$ cat src/hdl/tev_pkg.sv
// ----------------------------------------------------------------------------
// tev_pkg
// Shared types, widths and codes of the timed event queue.
// ----------------------------------------------------------------------------
package tev_pkg;

  localparam int unsigned QUEUE_DEPTH = 16;
  localparam int unsigned IDX_W       = $clog2(QUEUE_DEPTH);
  localparam int unsigned CNT_W       = $clog2(QUEUE_DEPTH + 1);

  localparam int unsigned TIME_W      = 32;
  localparam int unsigned KIND_W      = 3;
  localparam int unsigned MODE_W      = 3;
  localparam int unsigned USED_W      = 5;
  localparam int unsigned CFG_INDEX_W = 2;
  localparam int unsigned CFG_DATA_W  = 16;
  localparam int unsigned SECS_W      = 22;
  localparam int unsigned ENTRY_W     = TIME_W + KIND_W;

  localparam int unsigned SECONDS_PER_MINUTE = 60;
  localparam int unsigned POSITION_DELAY     = 60;
  localparam int unsigned INTERVAL_RESET_MIN = 60;

  localparam logic [MODE_W-1:0] MODE_ADD    = 3'd0;
  localparam logic [MODE_W-1:0] MODE_TICK   = 3'd1;
  localparam logic [MODE_W-1:0] MODE_REMOVE = 3'd2;
  localparam logic [MODE_W-1:0] MODE_QUERY  = 3'd3;
  localparam logic [MODE_W-1:0] MODE_CLEAR  = 3'd4;

  localparam logic [KIND_W-1:0] KIND_POSITION = 3'd3;
  localparam logic [KIND_W-1:0] KIND_PERIODIC = 3'd4;

  localparam logic [CFG_INDEX_W-1:0] CFG_EVENTS_DISABLED   = 2'd0;
  localparam logic [CFG_INDEX_W-1:0] CFG_PERIODIC_INTERVAL = 2'd1;

  typedef logic [IDX_W-1:0] idx_t;
  typedef logic [CNT_W-1:0] cnt_t;

  typedef struct packed {
    logic [KIND_W-1:0] kind;
    logic [TIME_W-1:0] tstamp;
  } entry_t;

  typedef struct packed {
    logic              events_disabled;
    logic [SECS_W-1:0] interval_secs;
  } cfg_t;

  typedef enum logic [2:0] {
    ST_IDLE,
    ST_TICK,
    ST_INS_START,
    ST_INS_SCAN,
    ST_INS_HEAD,
    ST_REMOVE,
    ST_QUERY
  } st_e;

  function automatic idx_t idx_inc(idx_t i);
    return (i == IDX_W'(QUEUE_DEPTH - 1)) ? '0 : idx_t'(i + 1'b1);
  endfunction

  function automatic idx_t idx_dec(idx_t i);
    return (i == '0) ? IDX_W'(QUEUE_DEPTH - 1) : idx_t'(i - 1'b1);
  endfunction

  // Both operands stay below the depth, so one subtract wraps the sum.
  function automatic idx_t idx_add(idx_t a, cnt_t b);
    logic [CNT_W:0] s;
    s = (CNT_W + 1)'(a) + (CNT_W + 1)'(b);
    if (s >= (CNT_W + 1)'(QUEUE_DEPTH)) begin
      s = s - (CNT_W + 1)'(QUEUE_DEPTH);
    end
    return idx_t'(s);
  endfunction

endpackage

$ cat src/hdl/tev_ram.sv
// ----------------------------------------------------------------------------
// tev_ram
// Generic single-write, single-read RAM with registered read data.
// ----------------------------------------------------------------------------
module tev_ram #(
  parameter int unsigned WIDTH = 8,
  parameter int unsigned DEPTH = 16
) (
  input  logic                     clk_i,
  input  logic                     we_i,
  input  logic [$clog2(DEPTH)-1:0] waddr_i,
  input  logic [WIDTH-1:0]         wdata_i,
  input  logic [$clog2(DEPTH)-1:0] raddr_i,
  output logic [WIDTH-1:0]         rdata_o
);

  logic [WIDTH-1:0] mem_q [DEPTH];
  logic [WIDTH-1:0] rdata_q;

  always_ff @(posedge clk_i) begin
    if (we_i) begin
      mem_q[waddr_i] <= wdata_i;
    end
    rdata_q <= mem_q[raddr_i];
  end

  assign rdata_o = rdata_q;

endmodule

$ cat src/hdl/tev_cfg.sv
// ----------------------------------------------------------------------------
// tev_cfg
// Configuration registers; keeps the periodic interval in seconds.
// ----------------------------------------------------------------------------
module tev_cfg (
  input  logic                             clk_i,
  input  logic                             rst_ni,
  input  logic                             cfg_valid_i,
  output logic                             cfg_ready_o,
  input  logic [tev_pkg::CFG_INDEX_W-1:0]  cfg_index_i,
  input  logic [tev_pkg::CFG_DATA_W-1:0]   cfg_data_i,
  output tev_pkg::cfg_t                    cfg_o
);
  import tev_pkg::*;

  logic              disabled_q, disabled_d;
  logic [SECS_W-1:0] secs_q, secs_d;
  logic              wr_beat;

  assign cfg_ready_o = 1'b1;
  assign wr_beat     = cfg_valid_i && cfg_ready_o;

  always_comb begin
    disabled_d = disabled_q;
    secs_d     = secs_q;
    if (wr_beat && (cfg_index_i == CFG_EVENTS_DISABLED)) begin
      disabled_d = cfg_data_i[0];
    end
    if (wr_beat && (cfg_index_i == CFG_PERIODIC_INTERVAL)) begin
      secs_d = SECS_W'(cfg_data_i) * SECS_W'(SECONDS_PER_MINUTE);
    end
  end

  always_ff @(posedge clk_i or negedge rst_ni) begin
    if (!rst_ni) begin
      disabled_q <= 1'b0;
      secs_q     <= SECS_W'(INTERVAL_RESET_MIN * SECONDS_PER_MINUTE);
    end else begin
      disabled_q <= disabled_d;
      secs_q     <= secs_d;
    end
  end

  assign cfg_o.events_disabled = disabled_q;
  assign cfg_o.interval_secs   = secs_q;

endmodule

$ cat src/hdl/tev_seq.sv
// ----------------------------------------------------------------------------
// tev_seq
// Sequencer over the circular entry memory: sorted insert, head pop,
// remove-by-kind compaction and periodic query, one entry per cycle.
// ----------------------------------------------------------------------------
module tev_seq (
  input  logic                        clk_i,
  input  logic                        rst_ni,
  input  logic                        start,
  output logic                        busy,
  input  logic [tev_pkg::MODE_W-1:0]  mode_i,
  input  logic [tev_pkg::TIME_W-1:0]  now_seconds_i,
  input  logic [tev_pkg::TIME_W-1:0]  event_when_i,
  input  logic [tev_pkg::KIND_W-1:0]  event_kind_i,
  output logic                        out_valid_o,
  output logic                        fired_o,
  output logic [tev_pkg::KIND_W-1:0]  fired_kind_o,
  output logic                        accepted_o,
  output logic                        queue_full_o,
  output logic [tev_pkg::TIME_W-1:0]  next_periodic_time_o,
  output logic [tev_pkg::USED_W-1:0]  entries_used_o,
  input  tev_pkg::cfg_t               cfg_i,
  output logic                        ram_we_o,
  output tev_pkg::idx_t               ram_waddr_o,
  output logic [tev_pkg::ENTRY_W-1:0] ram_wdata_o,
  output tev_pkg::idx_t               ram_raddr_o,
  input  logic [tev_pkg::ENTRY_W-1:0] ram_rdata_i
);
  import tev_pkg::*;

  st_e  state_q, state_d;
  cnt_t occ_q, occ_d;
  idx_t head_q, head_d;
  idx_t rp_q, rp_d;
  idx_t rl_q, rl_d;
  idx_t wp_q, wp_d;
  cnt_t wcnt_q, wcnt_d;
  logic out_valid_q, out_valid_d;

  logic [MODE_W-1:0] mode_q, mode_d;
  logic [TIME_W-1:0] now_q, now_d;
  logic [KIND_W-1:0] kind_q, kind_d;
  logic [TIME_W-1:0] ins_when_q, ins_when_d;
  logic [KIND_W-1:0] ins_kind_q, ins_kind_d;
  logic              fired_q, fired_d;
  logic [KIND_W-1:0] fkind_q, fkind_d;
  logic              acc_q, acc_d;
  logic              full_q, full_d;
  logic [TIME_W-1:0] next_q, next_d;

  entry_t      rd_entry, new_entry, wr_entry;
  logic        add_ok, is_full, head_due, rearm_ok, shift_up, keep, is_periodic, last;
  logic [TIME_W:0] rearm_when;
  idx_t        tail;

  assign rd_entry  = entry_t'(ram_rdata_i);
  assign new_entry = '{kind: ins_kind_q, tstamp: ins_when_q};
  assign add_ok    = (event_when_i != '0) && (event_when_i > now_seconds_i);
  assign is_full   = (occ_q == CNT_W'(QUEUE_DEPTH));
  assign head_due  = !cfg_i.events_disabled && (occ_q != '0) && (rd_entry.tstamp <= now_q);
  assign rearm_when = {1'b0, now_q} + ((rd_entry.kind == KIND_POSITION) ?
                      (TIME_W + 1)'(POSITION_DELAY) : (TIME_W + 1)'(cfg_i.interval_secs));
  assign rearm_ok  = (rd_entry.kind >= KIND_POSITION) && !rearm_when[TIME_W] &&
                     (rearm_when[TIME_W-1:0] > now_q);
  assign shift_up  = (rd_entry.tstamp >= ins_when_q);
  assign keep      = (rd_entry.kind != kind_q);
  assign is_periodic = (rd_entry.kind == KIND_PERIODIC);
  assign last      = ((CNT_W'(rl_q) + CNT_W'(1)) == occ_q);
  assign tail      = idx_add(head_q, cnt_t'(occ_q - 1'b1));

  // Next state
  always_comb begin
    state_d = state_q;
    case (state_q)
      ST_IDLE: begin
        if (start) begin
          case (mode_i)
            MODE_ADD: begin
              if (add_ok && !is_full) state_d = ST_INS_START;
            end
            MODE_TICK:   state_d = ST_TICK;
            MODE_REMOVE: begin
              if (occ_q != '0) state_d = ST_REMOVE;
            end
            MODE_QUERY: begin
              if (occ_q != '0) state_d = ST_QUERY;
            end
            default: state_d = ST_IDLE;
          endcase
        end
      end
      ST_TICK: state_d = (head_due && rearm_ok) ? ST_INS_START : ST_IDLE;
      ST_INS_START: state_d = (occ_q == '0) ? ST_IDLE : ST_INS_SCAN;
      ST_INS_SCAN: begin
        if (!shift_up) state_d = ST_IDLE;
        else if (rl_q == '0) state_d = ST_INS_HEAD;
      end
      ST_INS_HEAD: state_d = ST_IDLE;
      ST_REMOVE: begin
        if (last) state_d = ST_IDLE;
      end
      ST_QUERY: begin
        if (is_periodic || last) state_d = ST_IDLE;
      end
      default: state_d = ST_IDLE;
    endcase
  end

  // Datapath and memory control
  always_comb begin
    occ_d       = occ_q;
    head_d      = head_q;
    rp_d        = rp_q;
    rl_d        = rl_q;
    wp_d        = wp_q;
    wcnt_d      = wcnt_q;
    out_valid_d = 1'b0;
    mode_d      = mode_q;
    now_d       = now_q;
    kind_d      = kind_q;
    ins_when_d  = ins_when_q;
    ins_kind_d  = ins_kind_q;
    fired_d     = fired_q;
    fkind_d     = fkind_q;
    acc_d       = acc_q;
    full_d      = full_q;
    next_d      = next_q;
    ram_we_o    = 1'b0;
    ram_waddr_o = head_q;
    wr_entry    = new_entry;
    ram_raddr_o = head_q;
    case (state_q)
      ST_IDLE: begin
        if (start) begin
          mode_d  = mode_i;
          now_d   = now_seconds_i;
          kind_d  = event_kind_i;
          fired_d = 1'b0;
          fkind_d = '0;
          acc_d   = 1'b0;
          full_d  = 1'b0;
          next_d  = '0;
          rp_d    = head_q;
          rl_d    = '0;
          wp_d    = head_q;
          wcnt_d  = '0;
          case (mode_i)
            MODE_ADD: begin
              ins_when_d = event_when_i;
              ins_kind_d = event_kind_i;
              if (!add_ok) begin
                out_valid_d = 1'b1;
              end else if (is_full) begin
                full_d      = 1'b1;
                out_valid_d = 1'b1;
              end
            end
            MODE_TICK: ;
            MODE_REMOVE: out_valid_d = (occ_q == '0);
            MODE_QUERY:  out_valid_d = (occ_q == '0);
            MODE_CLEAR: begin
              occ_d       = '0;
              out_valid_d = 1'b1;
            end
            default: out_valid_d = 1'b1;
          endcase
        end
      end
      ST_TICK: begin
        if (head_due) begin
          fired_d    = 1'b1;
          fkind_d    = rd_entry.kind;
          head_d     = idx_inc(head_q);
          occ_d      = cnt_t'(occ_q - 1'b1);
          ins_when_d = rearm_when[TIME_W-1:0];
          ins_kind_d = (rd_entry.kind == KIND_POSITION) ? KIND_POSITION : KIND_PERIODIC;
          out_valid_d = !rearm_ok;
        end else begin
          out_valid_d = 1'b1;
        end
      end
      ST_INS_START: begin
        if (occ_q == '0) begin
          ram_we_o    = 1'b1;
          ram_waddr_o = head_q;
          occ_d       = cnt_t'(occ_q + 1'b1);
          acc_d       = (mode_q == MODE_ADD);
          out_valid_d = 1'b1;
        end else begin
          ram_raddr_o = tail;
          rp_d        = tail;
          rl_d        = idx_t'(occ_q - 1'b1);
        end
      end
      ST_INS_SCAN: begin
        ram_we_o    = 1'b1;
        ram_waddr_o = idx_inc(rp_q);
        if (shift_up) begin
          wr_entry    = rd_entry;
          ram_raddr_o = idx_dec(rp_q);
          rp_d        = idx_dec(rp_q);
          rl_d        = idx_t'(rl_q - 1'b1);
        end else begin
          occ_d       = cnt_t'(occ_q + 1'b1);
          acc_d       = (mode_q == MODE_ADD);
          out_valid_d = 1'b1;
        end
      end
      ST_INS_HEAD: begin
        ram_we_o    = 1'b1;
        ram_waddr_o = head_q;
        occ_d       = cnt_t'(occ_q + 1'b1);
        acc_d       = (mode_q == MODE_ADD);
        out_valid_d = 1'b1;
      end
      ST_REMOVE: begin
        ram_waddr_o = wp_q;
        wr_entry    = rd_entry;
        if (keep) begin
          ram_we_o = 1'b1;
          wp_d     = idx_inc(wp_q);
          wcnt_d   = cnt_t'(wcnt_q + 1'b1);
        end
        if (last) begin
          occ_d       = cnt_t'(wcnt_q + CNT_W'(keep));
          out_valid_d = 1'b1;
        end else begin
          ram_raddr_o = idx_inc(rp_q);
          rp_d        = idx_inc(rp_q);
          rl_d        = idx_t'(rl_q + 1'b1);
        end
      end
      ST_QUERY: begin
        if (is_periodic) begin
          next_d      = rd_entry.tstamp;
          out_valid_d = 1'b1;
        end else if (last) begin
          out_valid_d = 1'b1;
        end else begin
          ram_raddr_o = idx_inc(rp_q);
          rp_d        = idx_inc(rp_q);
          rl_d        = idx_t'(rl_q + 1'b1);
        end
      end
      default: ;
    endcase
  end

  assign ram_wdata_o = wr_entry;

  always_ff @(posedge clk_i or negedge rst_ni) begin
    if (!rst_ni) begin
      state_q     <= ST_IDLE;
      occ_q       <= '0;
      head_q      <= '0;
      rp_q        <= '0;
      rl_q        <= '0;
      wp_q        <= '0;
      wcnt_q      <= '0;
      out_valid_q <= 1'b0;
    end else begin
      state_q     <= state_d;
      occ_q       <= occ_d;
      head_q      <= head_d;
      rp_q        <= rp_d;
      rl_q        <= rl_d;
      wp_q        <= wp_d;
      wcnt_q      <= wcnt_d;
      out_valid_q <= out_valid_d;
    end
  end

  always_ff @(posedge clk_i) begin
    mode_q     <= mode_d;
    now_q      <= now_d;
    kind_q     <= kind_d;
    ins_when_q <= ins_when_d;
    ins_kind_q <= ins_kind_d;
    fired_q    <= fired_d;
    fkind_q    <= fkind_d;
    acc_q      <= acc_d;
    full_q     <= full_d;
    next_q     <= next_d;
  end

  assign busy                 = (state_q != ST_IDLE);
  assign out_valid_o          = out_valid_q;
  assign fired_o              = fired_q;
  assign fired_kind_o         = fkind_q;
  assign accepted_o           = acc_q;
  assign queue_full_o         = full_q;
  assign next_periodic_time_o = next_q;
  assign entries_used_o       = USED_W'(occ_q);

  a_occ_bound: assert property (@(posedge clk_i) disable iff (!rst_ni)
    occ_q <= CNT_W'(QUEUE_DEPTH))
    else $error("occupancy beyond depth");

  a_beat_idle: assert property (@(posedge clk_i) disable iff (!rst_ni)
    out_valid_q |-> (state_q == ST_IDLE))
    else $error("result beat while busy");

  a_acc_full: assert property (@(posedge clk_i) disable iff (!rst_ni)
    out_valid_q |-> !(acc_q && full_q))
    else $error("accepted and full together");

  a_fired_tick: assert property (@(posedge clk_i) disable iff (!rst_ni)
    (out_valid_q && fired_q) |-> (mode_q == MODE_TICK))
    else $error("fired outside a tick");

  a_no_idle_write: assert property (@(posedge clk_i) disable iff (!rst_ni)
    ram_we_o |-> (state_q != ST_IDLE))
    else $error("memory write while idle");

endmodule

$ cat src/hdl/timed_event_queue_core.sv
// ----------------------------------------------------------------------------
// timed_event_queue_core
// Sorted queue of timed events held in a circular entry memory.
// ----------------------------------------------------------------------------
// An item is taken when start is high and busy is low; its one result shows
// on the result ports for a single cycle, marked by out_valid_o, and cannot
// be held off. A clear, an unknown mode or a refused add answers in the cycle
// after it is taken; a tick pops the due head and may then insert a re-armed
// event; an add shifts entries up from the tail to its slot; remove-by-kind
// and the periodic query walk the entries from the head. The single read
// port of the entry memory is visited one entry per cycle. Pops move the
// head pointer and need no memory traffic; no clearing pass runs after reset.
// ----------------------------------------------------------------------------
module timed_event_queue_core (
  input  logic                            clk_i,
  input  logic                            rst_ni,
  input  logic                            start,
  output logic                            busy,
  input  logic [tev_pkg::MODE_W-1:0]      mode_i,
  input  logic [tev_pkg::TIME_W-1:0]      now_seconds_i,
  input  logic [tev_pkg::TIME_W-1:0]      event_when_i,
  input  logic [tev_pkg::KIND_W-1:0]      event_kind_i,
  output logic                            out_valid_o,
  output logic                            fired_o,
  output logic [tev_pkg::KIND_W-1:0]      fired_kind_o,
  output logic                            accepted_o,
  output logic                            queue_full_o,
  output logic [tev_pkg::TIME_W-1:0]      next_periodic_time_o,
  output logic [tev_pkg::USED_W-1:0]      entries_used_o,
  input  logic                            cfg_valid_i,
  output logic                            cfg_ready_o,
  input  logic [tev_pkg::CFG_INDEX_W-1:0] cfg_index_i,
  input  logic [tev_pkg::CFG_DATA_W-1:0]  cfg_data_i
);
  import tev_pkg::*;

  cfg_t               cfg;
  logic               ram_we;
  idx_t               ram_waddr;
  idx_t               ram_raddr;
  logic [ENTRY_W-1:0] ram_wdata;
  logic [ENTRY_W-1:0] ram_rdata;

  tev_cfg u_cfg (
    .clk_i       (clk_i),
    .rst_ni      (rst_ni),
    .cfg_valid_i (cfg_valid_i),
    .cfg_ready_o (cfg_ready_o),
    .cfg_index_i (cfg_index_i),
    .cfg_data_i  (cfg_data_i),
    .cfg_o       (cfg)
  );

  tev_ram #(
    .WIDTH (ENTRY_W),
    .DEPTH (QUEUE_DEPTH)
  ) u_ram (
    .clk_i   (clk_i),
    .we_i    (ram_we),
    .waddr_i (ram_waddr),
    .wdata_i (ram_wdata),
    .raddr_i (ram_raddr),
    .rdata_o (ram_rdata)
  );

  tev_seq u_seq (
    .clk_i                (clk_i),
    .rst_ni               (rst_ni),
    .start                (start),
    .busy                 (busy),
    .mode_i               (mode_i),
    .now_seconds_i        (now_seconds_i),
    .event_when_i         (event_when_i),
    .event_kind_i         (event_kind_i),
    .out_valid_o          (out_valid_o),
    .fired_o              (fired_o),
    .fired_kind_o         (fired_kind_o),
    .accepted_o           (accepted_o),
    .queue_full_o         (queue_full_o),
    .next_periodic_time_o (next_periodic_time_o),
    .entries_used_o       (entries_used_o),
    .cfg_i                (cfg),
    .ram_we_o             (ram_we),
    .ram_waddr_o          (ram_waddr),
    .ram_wdata_o          (ram_wdata),
    .ram_raddr_o          (ram_raddr),
    .ram_rdata_i          (ram_rdata)
  );

endmodule

$ cat config.mk
export PLATFORM = sky130hd
export DESIGN_NAME = timed_event_queue_core
export DESIGN_NICKNAME = d
export VERILOG_FILES = /design/src/hdl/tev_pkg.sv /design/src/hdl/tev_ram.sv /design/src/hdl/tev_cfg.sv /design/src/hdl/tev_seq.sv /design/src/hdl/timed_event_queue_core.sv
export SDC_FILE = /design/constraint.sdc
export NUM_CORES = 1
export LEC_CHECK = 0
export ABC_CLOCK_PERIOD_IN_PS = 5600
export BUFFER_PORTS_ARGS = -buffer_cell sky130_fd_sc_hd__buf_2
export CORE_UTILIZATION = 55
export DETAILED_ROUTE_END_ITERATION = 10
export PLACE_DENSITY = 0.77
export SLEW_MARGIN = 20
export SYNTH_ARGS = -nofsm -noshare
export SYNTH_HDL_FRONTEND = slang
export SYNTH_HIERARCHICAL = 1
export SYNTH_SLANG_ARGS = --single-unit
export TNS_END_PERCENT = 30
$ cat constraint.sdc
create_clock -name clk_i -period 5.6 [get_ports clk_i]
set_clock_uncertainty 0.15 [all_clocks]
set_input_delay 0.84 -clock clk_i [delete_from_list [all_inputs] [get_ports clk_i]]
set_output_delay 0.84 -clock clk_i [all_outputs]
set_load 0.01 [all_outputs]
# [Yosys cells after proc, flatten, opt, wreduce, memory -nomap -nowiden]
# Memories as Yosys holds them, arrays and structs flattened. A register that Yosys moved wholly into a read port is not among the register bits.
# Cells that the tools add are included.
[word_totals] register_bits=162 mem_bits_rw=560 input_bits=92 output_inout_bits=46 memories=1
[op_classes] add_sub_neg=14 multipliers=1 n_lt_le_gt_ge=6 eq_ne=36 muxes=85 n_reduce_logical=43
[mem_list] memory="u_ram.mem_q" depth=16 width=35 read_ports=1 rd_ports_with_merged_regs=1 wr=1 line="tev_ram.sv:17" rtl="logic [WIDTH-1:0] mem_q [DEPTH];"
[op_table] operator="32-bit two-way mux" n=5
[op_table] operator="32-bit case mux with 2 select lines" n=2
[op_table] operator="4-bit two-way mux" n=20
[op_table] operator="35-bit case mux with 2 select lines" n=1
[op_table] operator="32-bit greater-than comparator" n=2
[op_table] operator="3-bit two-way mux" n=14
[op_table] operator="5-bit two-way mux" n=8
[op_table] operator="4-bit case mux with 5 select lines" n=2
[op_table] operator="35-bit two-way mux" n=1
[op_table] operator="32-bit by 33-bit adder with 33-bit output" n=1
[op_table] operator="32-bit greater-or-equal comparator" n=1
[op_table] operator="32-bit <= comparator" n=1
[op_table] operator="32-bit nonzero test" n=1
[op_table] operator="5-bit case mux with 6 select lines" n=1
[op_table] operator="22-bit two-way mux" n=1
[op_table] operator="16-bit by 4-bit multiplier with 20-bit output, second input constant" n=1
[op_table] operator="3-bit case mux with 6 select lines" n=1
[op_table] operator="4-bit by 1-bit adder with 4-bit output, second input constant" n=4
[op_table] operator="2-bit by 1-bit != test with 1-bit output, second input constant" n=8
[op_table] operator="4-bit case mux with 2 select lines" n=2
[op_table] operator="4-bit case mux with 4 select lines" n=1
[op_table] operator="3-bit by 2-bit == test with 1-bit output, second input constant" n=5
[op_table] operator="3-bit == test, second input constant" n=5
[op_table] operator="1-bit two-way mux" n=15
[op_table] operator="43 further kinds" n=82

# [Longest topological paths before layout]
[logic_depth] depth_word=9 mapped_depth=24

# [By module]
# Netlist, hierarchy kept.
[modules_own_cells] module="tev_ram" n_inst=1 cells_per_inst=914 area_each_um2=22053.7
[modules_own_cells] module="tev_seq" n_inst=1 cells_per_inst=1320 area_each_um2=11810.1
[modules_own_cells] module="tev_cfg" n_inst=1 cells_per_inst=291 area_each_um2=2573.7

# [Worst setup path after synthesis]
# OpenSTA, ideal clock, no wires.
[synth_path] kind="register -> register" from="reg u_seq.occ_q[0] (netlist: u_seq/entries_used_o[0])" to="reg u_seq.ins_kind_q[0], enable pin" arrival_ps=5011 t_required_ps=4969 path_slack_ps=-41 path_stages_with_launch=11 period_less_slack_ps=5641 path_cell_list="dfrtp_1 > inv_1 > ha_1 > nor4b_1 > a2111o_1 > a21oi_1 > o21ai_0 > nor3_1 > nor2_1 > a211oi_1 > a21boi_0"
[synth_via] elab_chain_len=5
[synth_lines] item="start, declared" line="tev_seq.sv:32" rtl="cnt_t occ_q, occ_d;"
[synth_lines] item="start signal, assigned" line="tev_seq.sv:254" rtl="occ_q <= '0;"
[synth_lines] item="start signal, assigned" line="tev_seq.sv:263" rtl="occ_q <= occ_d;"
[synth_lines] item="5-bit nonzero test" line="tev_seq.sv:60" rtl="assign head_due = !cfg_i.events_disabled && (occ_q != '0) && (rd_entry.tstamp <= now_q);"
[synth_lines] item="1-bit logical AND (2 in a row)" line="tev_seq.sv:60"
[synth_lines] item="2-bit by 1-bit != test with 1-bit output (no line)"
[synth_lines] item="4-bit AND reduction (no line)"
[synth_lines] item="end signal, assigned" line="tev_seq.sv:278" rtl="ins_kind_q <= ins_kind_d;"
[synth_lines] item="end, declared" line="tev_seq.sv:44" rtl="logic [KIND_W-1:0] ins_kind_q, ins_kind_d;"
# Every way passes these cells.
# A chain may end at the register's enable or synchronous reset.

# [Final worst setup path]
[layout_path] from="reg u_ram.rdata_q[34] (netlist: u_ram/rdata_o[34]) (read register of u_ram.mem_q)" to="reg u_seq.out_valid_q (netlist: u_seq/out_valid_o)"
[layout_via] elab_chain_len=9
[layout_lines] item="start, declared" line="tev_ram.sv:18" rtl="logic [WIDTH-1:0] rdata_q;"
[layout_lines] item="parallel branches: the longest is 8 deep, another holds 32-bit by 33-bit adder with 33-bit output"
[layout_lines] item="1-bit case mux with 7 select lines *" line="tev_seq.sv:132" rtl="case (state_q)"
[layout_lines] item="net u_seq.out_valid_d" line="tev_seq.sv:38" rtl="logic out_valid_q, out_valid_d;"
[layout_lines] item="end signal, assigned" line="tev_seq.sv:269" rtl="out_valid_q <= out_valid_d;"
[layout_lines] item="end, declared" line="tev_seq.sv:38"
# Mark *: on every way through the listed nets, which the timed path passes.

==> metrics.csv <==
stage;metric;value;unit
die;Die ar.;0.0673;mm^2
power;PD cells;574;mW/mm^2
route;Routed WL;94.1;mm
route;Initial DRT Pass Iterations;9;
layout;layout cells sized above 1;0.178;
clocking;Max clock buf depth;3;
layout;Final Util;0.633;
global_routing;global-route wire length before repair;141;mm
clocking;Clock Latency Late Sink;620;ps
route;Final ANT Viol Nets;0;
synth;Post-Syn Area;0.0364;mm^2
clocking;CTS tree;yes;
die;Starting Density;0.561;
synth;Compound-Gate Fraction of Synth Area;0.0844;
power;total power;23.6;mW
power;combinational share of power;0.443;
power;sequential share of power;0.335;
synth;Mapped Cells;2525;
route;vias after detailed routing;23000;
sta;Setup-failing EPs final;0;
sta;crit path setup slack, layout;271;ps
worst_setup_path;worst setup path start;u_ram/rdata_o[34];
power;sw frac;0.369;
sta;period utilisation layout;0.952;
layout;Layout Nets;3034;
synth;flops & latches, synth;757;
synth;post-synth cell types;88;
route;DR iter-0 viols;2406;
global_routing;largest net degree at the start of global routing;81;
worst_setup_path;critical path startpoint category;register;
layout;# diodes;0;
synth;post-synthesis simple-gate area fraction;0.0744;
place;Routability Congestion;0.933;
synth;predominant post-synthesis flop cell;edfxtp_1;
clocking;Reg clk slew, reported paths;60;ps
global_routing;grt ovf;0;
route;routed length per placed instance;25.9;um
global_routing;vias in the first global route;22900;
synth;adder-cell share of the synthesized area;0.0814;
synth;multiplexer share of the synthesized area;0.102;
clocking;TritonCTS Buffers;76;
sta;fmax;188;MHz
power;Pint;14.9;mW
place;I/O Buffers;136;
synth;largest family of logic cells by synthesized area;multiplexers;
power;peak supply drop;0.449;mV
worst_setup_path;kind of critical path;register to register;
synth;xor-xnor portion of the synthesized cell area;0.0159;
place;placed wire-length estimate;60.0;mm
synth;synthesized area per cell;14.4;um^2
synth;fraction of registers with async set/reset;0.0674;
power;switching pwr;8.70;mW
die;Die Height;259;um
worst_setup_path;r2r worst-path depth;23;
die;core area;0.0649;mm^2
global_routing;GR Util All Layers;0.282;
place;pre-CTS setup slack;315;ps
layout;most frequent cells in the layout;671 x edfxtp_1, 223 x nand2_1, 185 x ha_1, 173 x inv_1, 136 x buf_2;
power;Pleak;15.5;nW
layout;Finished Cell Area;0.0411;mm^2
worst_setup_path;Crit. End Element;register;
clocking;Clock H-tree levels;3;
synth;register area share after synthesis;0.607;
worst_setup_path;CP arrival;5690;ps
worst_setup_path;Critical Path Fanout Max;23;
job;max_cap viols;0;
synth;Syn. warnings;6;
global_routing;antenna violations before repair;1;
layout;Area Growth Syn to Fin;12.7;%
worst_hold_path;worst hold path class;input pin to asynchronous set/reset pin;
route;vias per inst;6.31;
synth;Post-synth EDFFs;671;
sta;Rel. slew slack;0.362;
sta;minimum clock period;5330;ps
layout;commonest non-fill, non-tap cell in the layout;edfxtp_1;
die;io pins;138;
die;Die Width;259;um
power;clock network fraction of design power;0.222;
worst_setup_path;worst r2r src;u_ram/rdata_o[34];
status;outcome;completed;
clocking;CTS sink count;757;
sta;Hold Slack;224;ps
layout;filler cell count;4658;
die;row cnt;93;
sta;Hold Vio Cnt, Final;0;
place;placed cell area;0.0385;mm^2
route;# DRC;0;
worst_setup_path;WP data required;5960;ps
sta;Pins Over Slew Limit;0;
clocking;Clock Tree Root;clkbuf_16;
sta;worst-margin pin slew;951;ps
==> critical path: stages, from the launching register on <==
cell      delay, ps
dfxtp_1         330
nand3b_1        170
buf_8           190
nand2b_1         80
ha_1            320
and2_1          190
a221o_1         360
or2_2           340
nor2b_1         140
nor2b_1         180
o21bai_1        100
a21oi_1         180
xnor2_1         190
ha_1            300
a211oi_1        270
nor2_1           80
nor3_1          140
nor2_1           70
o211ai_1        170
a31oi_1         150
or4_4           560
a221oi_2        290
o21ai_0         140
o211ai_1        130
==> power by group through the flow <==
stage	Combinational [mW]	Sequential, mW	Clock, mW
floorplan	7.58	7.79	0
global placement	9.88	7.97	0
detailed placement	10.2	8.01	0
CTS	10.4	7.91	5.29
global route	11.3	7.97	5.51
finish	10.4	7.91	5.23
==> cells by family (layout without fill, tap and decap cells) <==
group,after synthesis,after routing
flops,757,757
xor+xnor,66,66
other cells,2,3
compound gates,470,470
mux,171,171
fa+ha+maj,218,218
simple gates,567,567
buf+inv,274,533
==> state kept, by name (all words and copies together) (netlist names), 4 cells and up <==
signal and count:
u_seq/head_q 4, u_cfg/secs_q 20, u_seq/now_q 32, u_seq/next_periodic_time_o 32
u_seq/entries_used_o 5, u_seq/wcnt_q 5, u_ram/mem_q 560, u_seq/ins_when_q 32
u_seq/rp_q 4, u_seq/rl_q 4, u_ram/rdata_o 35, u_seq/wp_q 4
==> Yosys cell counts, types with 8 or more instances <==
| master | number | area (um^2) |
|---|---|---|
| nand2_1 | 225 | 845 |
| o21bai_1 | 8 | 60.1 |
| and2_1 | 28 | 175 |
| and3_1 | 40 | 250 |
| buf_12 | 11 | 220 |
| a22oi_1 | 82 | 616 |
| o21ai_0 | 125 | 626 |
| dfrtp_1 | 47 | 1180 |
| fa_1 | 32 | 641 |
| mux2i_1 | 9 | 90.1 |
| mux4_1 | 57 | 1500 |
| ha_1 | 185 | 2310 |
| nand4_1 | 24 | 150 |
| clkbuf_1 | 59 | 221 |
| xnor2_1 | 39 | 342 |
| a211oi_1 | 16 | 120 |
| nand3_1 | 32 | 160 |
| o21a_1 | 14 | 105 |
| edfxtp_1 | 671 | 20100 |
| a21o_1 | 27 | 203 |
| nor2_1 | 101 | 379 |
| o211ai_1 | 14 | 105 |
| nor3_1 | 33 | 165 |
| mux2_2 | 22 | 248 |
| dfxtp_1 | 35 | 701 |
| nand2b_1 | 12 | 75.1 |
| inv_1 | 173 | 649 |
| nor2b_1 | 17 | 106 |
| buf_2 | 17 | 85.1 |
| mux4_2 | 83 | 1870 |
| a21oi_1 | 93 | 465 |
| a31oi_1 | 11 | 68.8 |
| nor4_1 | 15 | 93.8 |
| xor2_1 | 27 | 236 |
==> layout make-up <==
type	instances	area, um^2	share of cell area
Clock inverter	46	552	0.0134
Inverter	174	653	0.0159
Sequential cell	757	22100	0.539
Clock buffer	92	2010	0.0490
Multi-Input combinational cell	1495	13200	0.322
Timing Repair Buffer	221	1430	0.0347
Tap cell	855	1070	0.0260
==> routing by layer <==
layer  wire length (um)  up-vias  GRT usage  share of wire
met5                  0        -          0              0
met4               2560        0     0.0815          0.027
met3               7890      175     0.0496          0.084
met2              45700     1113      0.455           0.49
met1              38000    11600      0.396           0.40
li1                   -    10100          -              -
==> metrics by stage <==
step                setup TNS, ps  instances
floorplan                       0       2526
global placement                0       3502
detailed placement              0       3502
CTS                             0       3640
global route                -26.9       3640
finish                          0       3640
==> final timing paths <==
check                                           to  slack (ps)
min reg2reg                        u_cfg/secs_q[4]         320
max                              u_seq/out_valid_o         270
max in group asynchronous          u_cfg/secs_q[7]        4550
min in group clk_i                 u_seq/now_q[26]         270
min                        u_seq/entries_used_o[4]         220
max reg2reg                      u_seq/out_valid_o         270
==> what timing repair did <==
action	in CTS	in global routing
hold buffers	0	0
setup buffers	0	0
endpoints found under the setup margin	0	2
resized for setup	0	3
(Power assumes the default switching activity.)
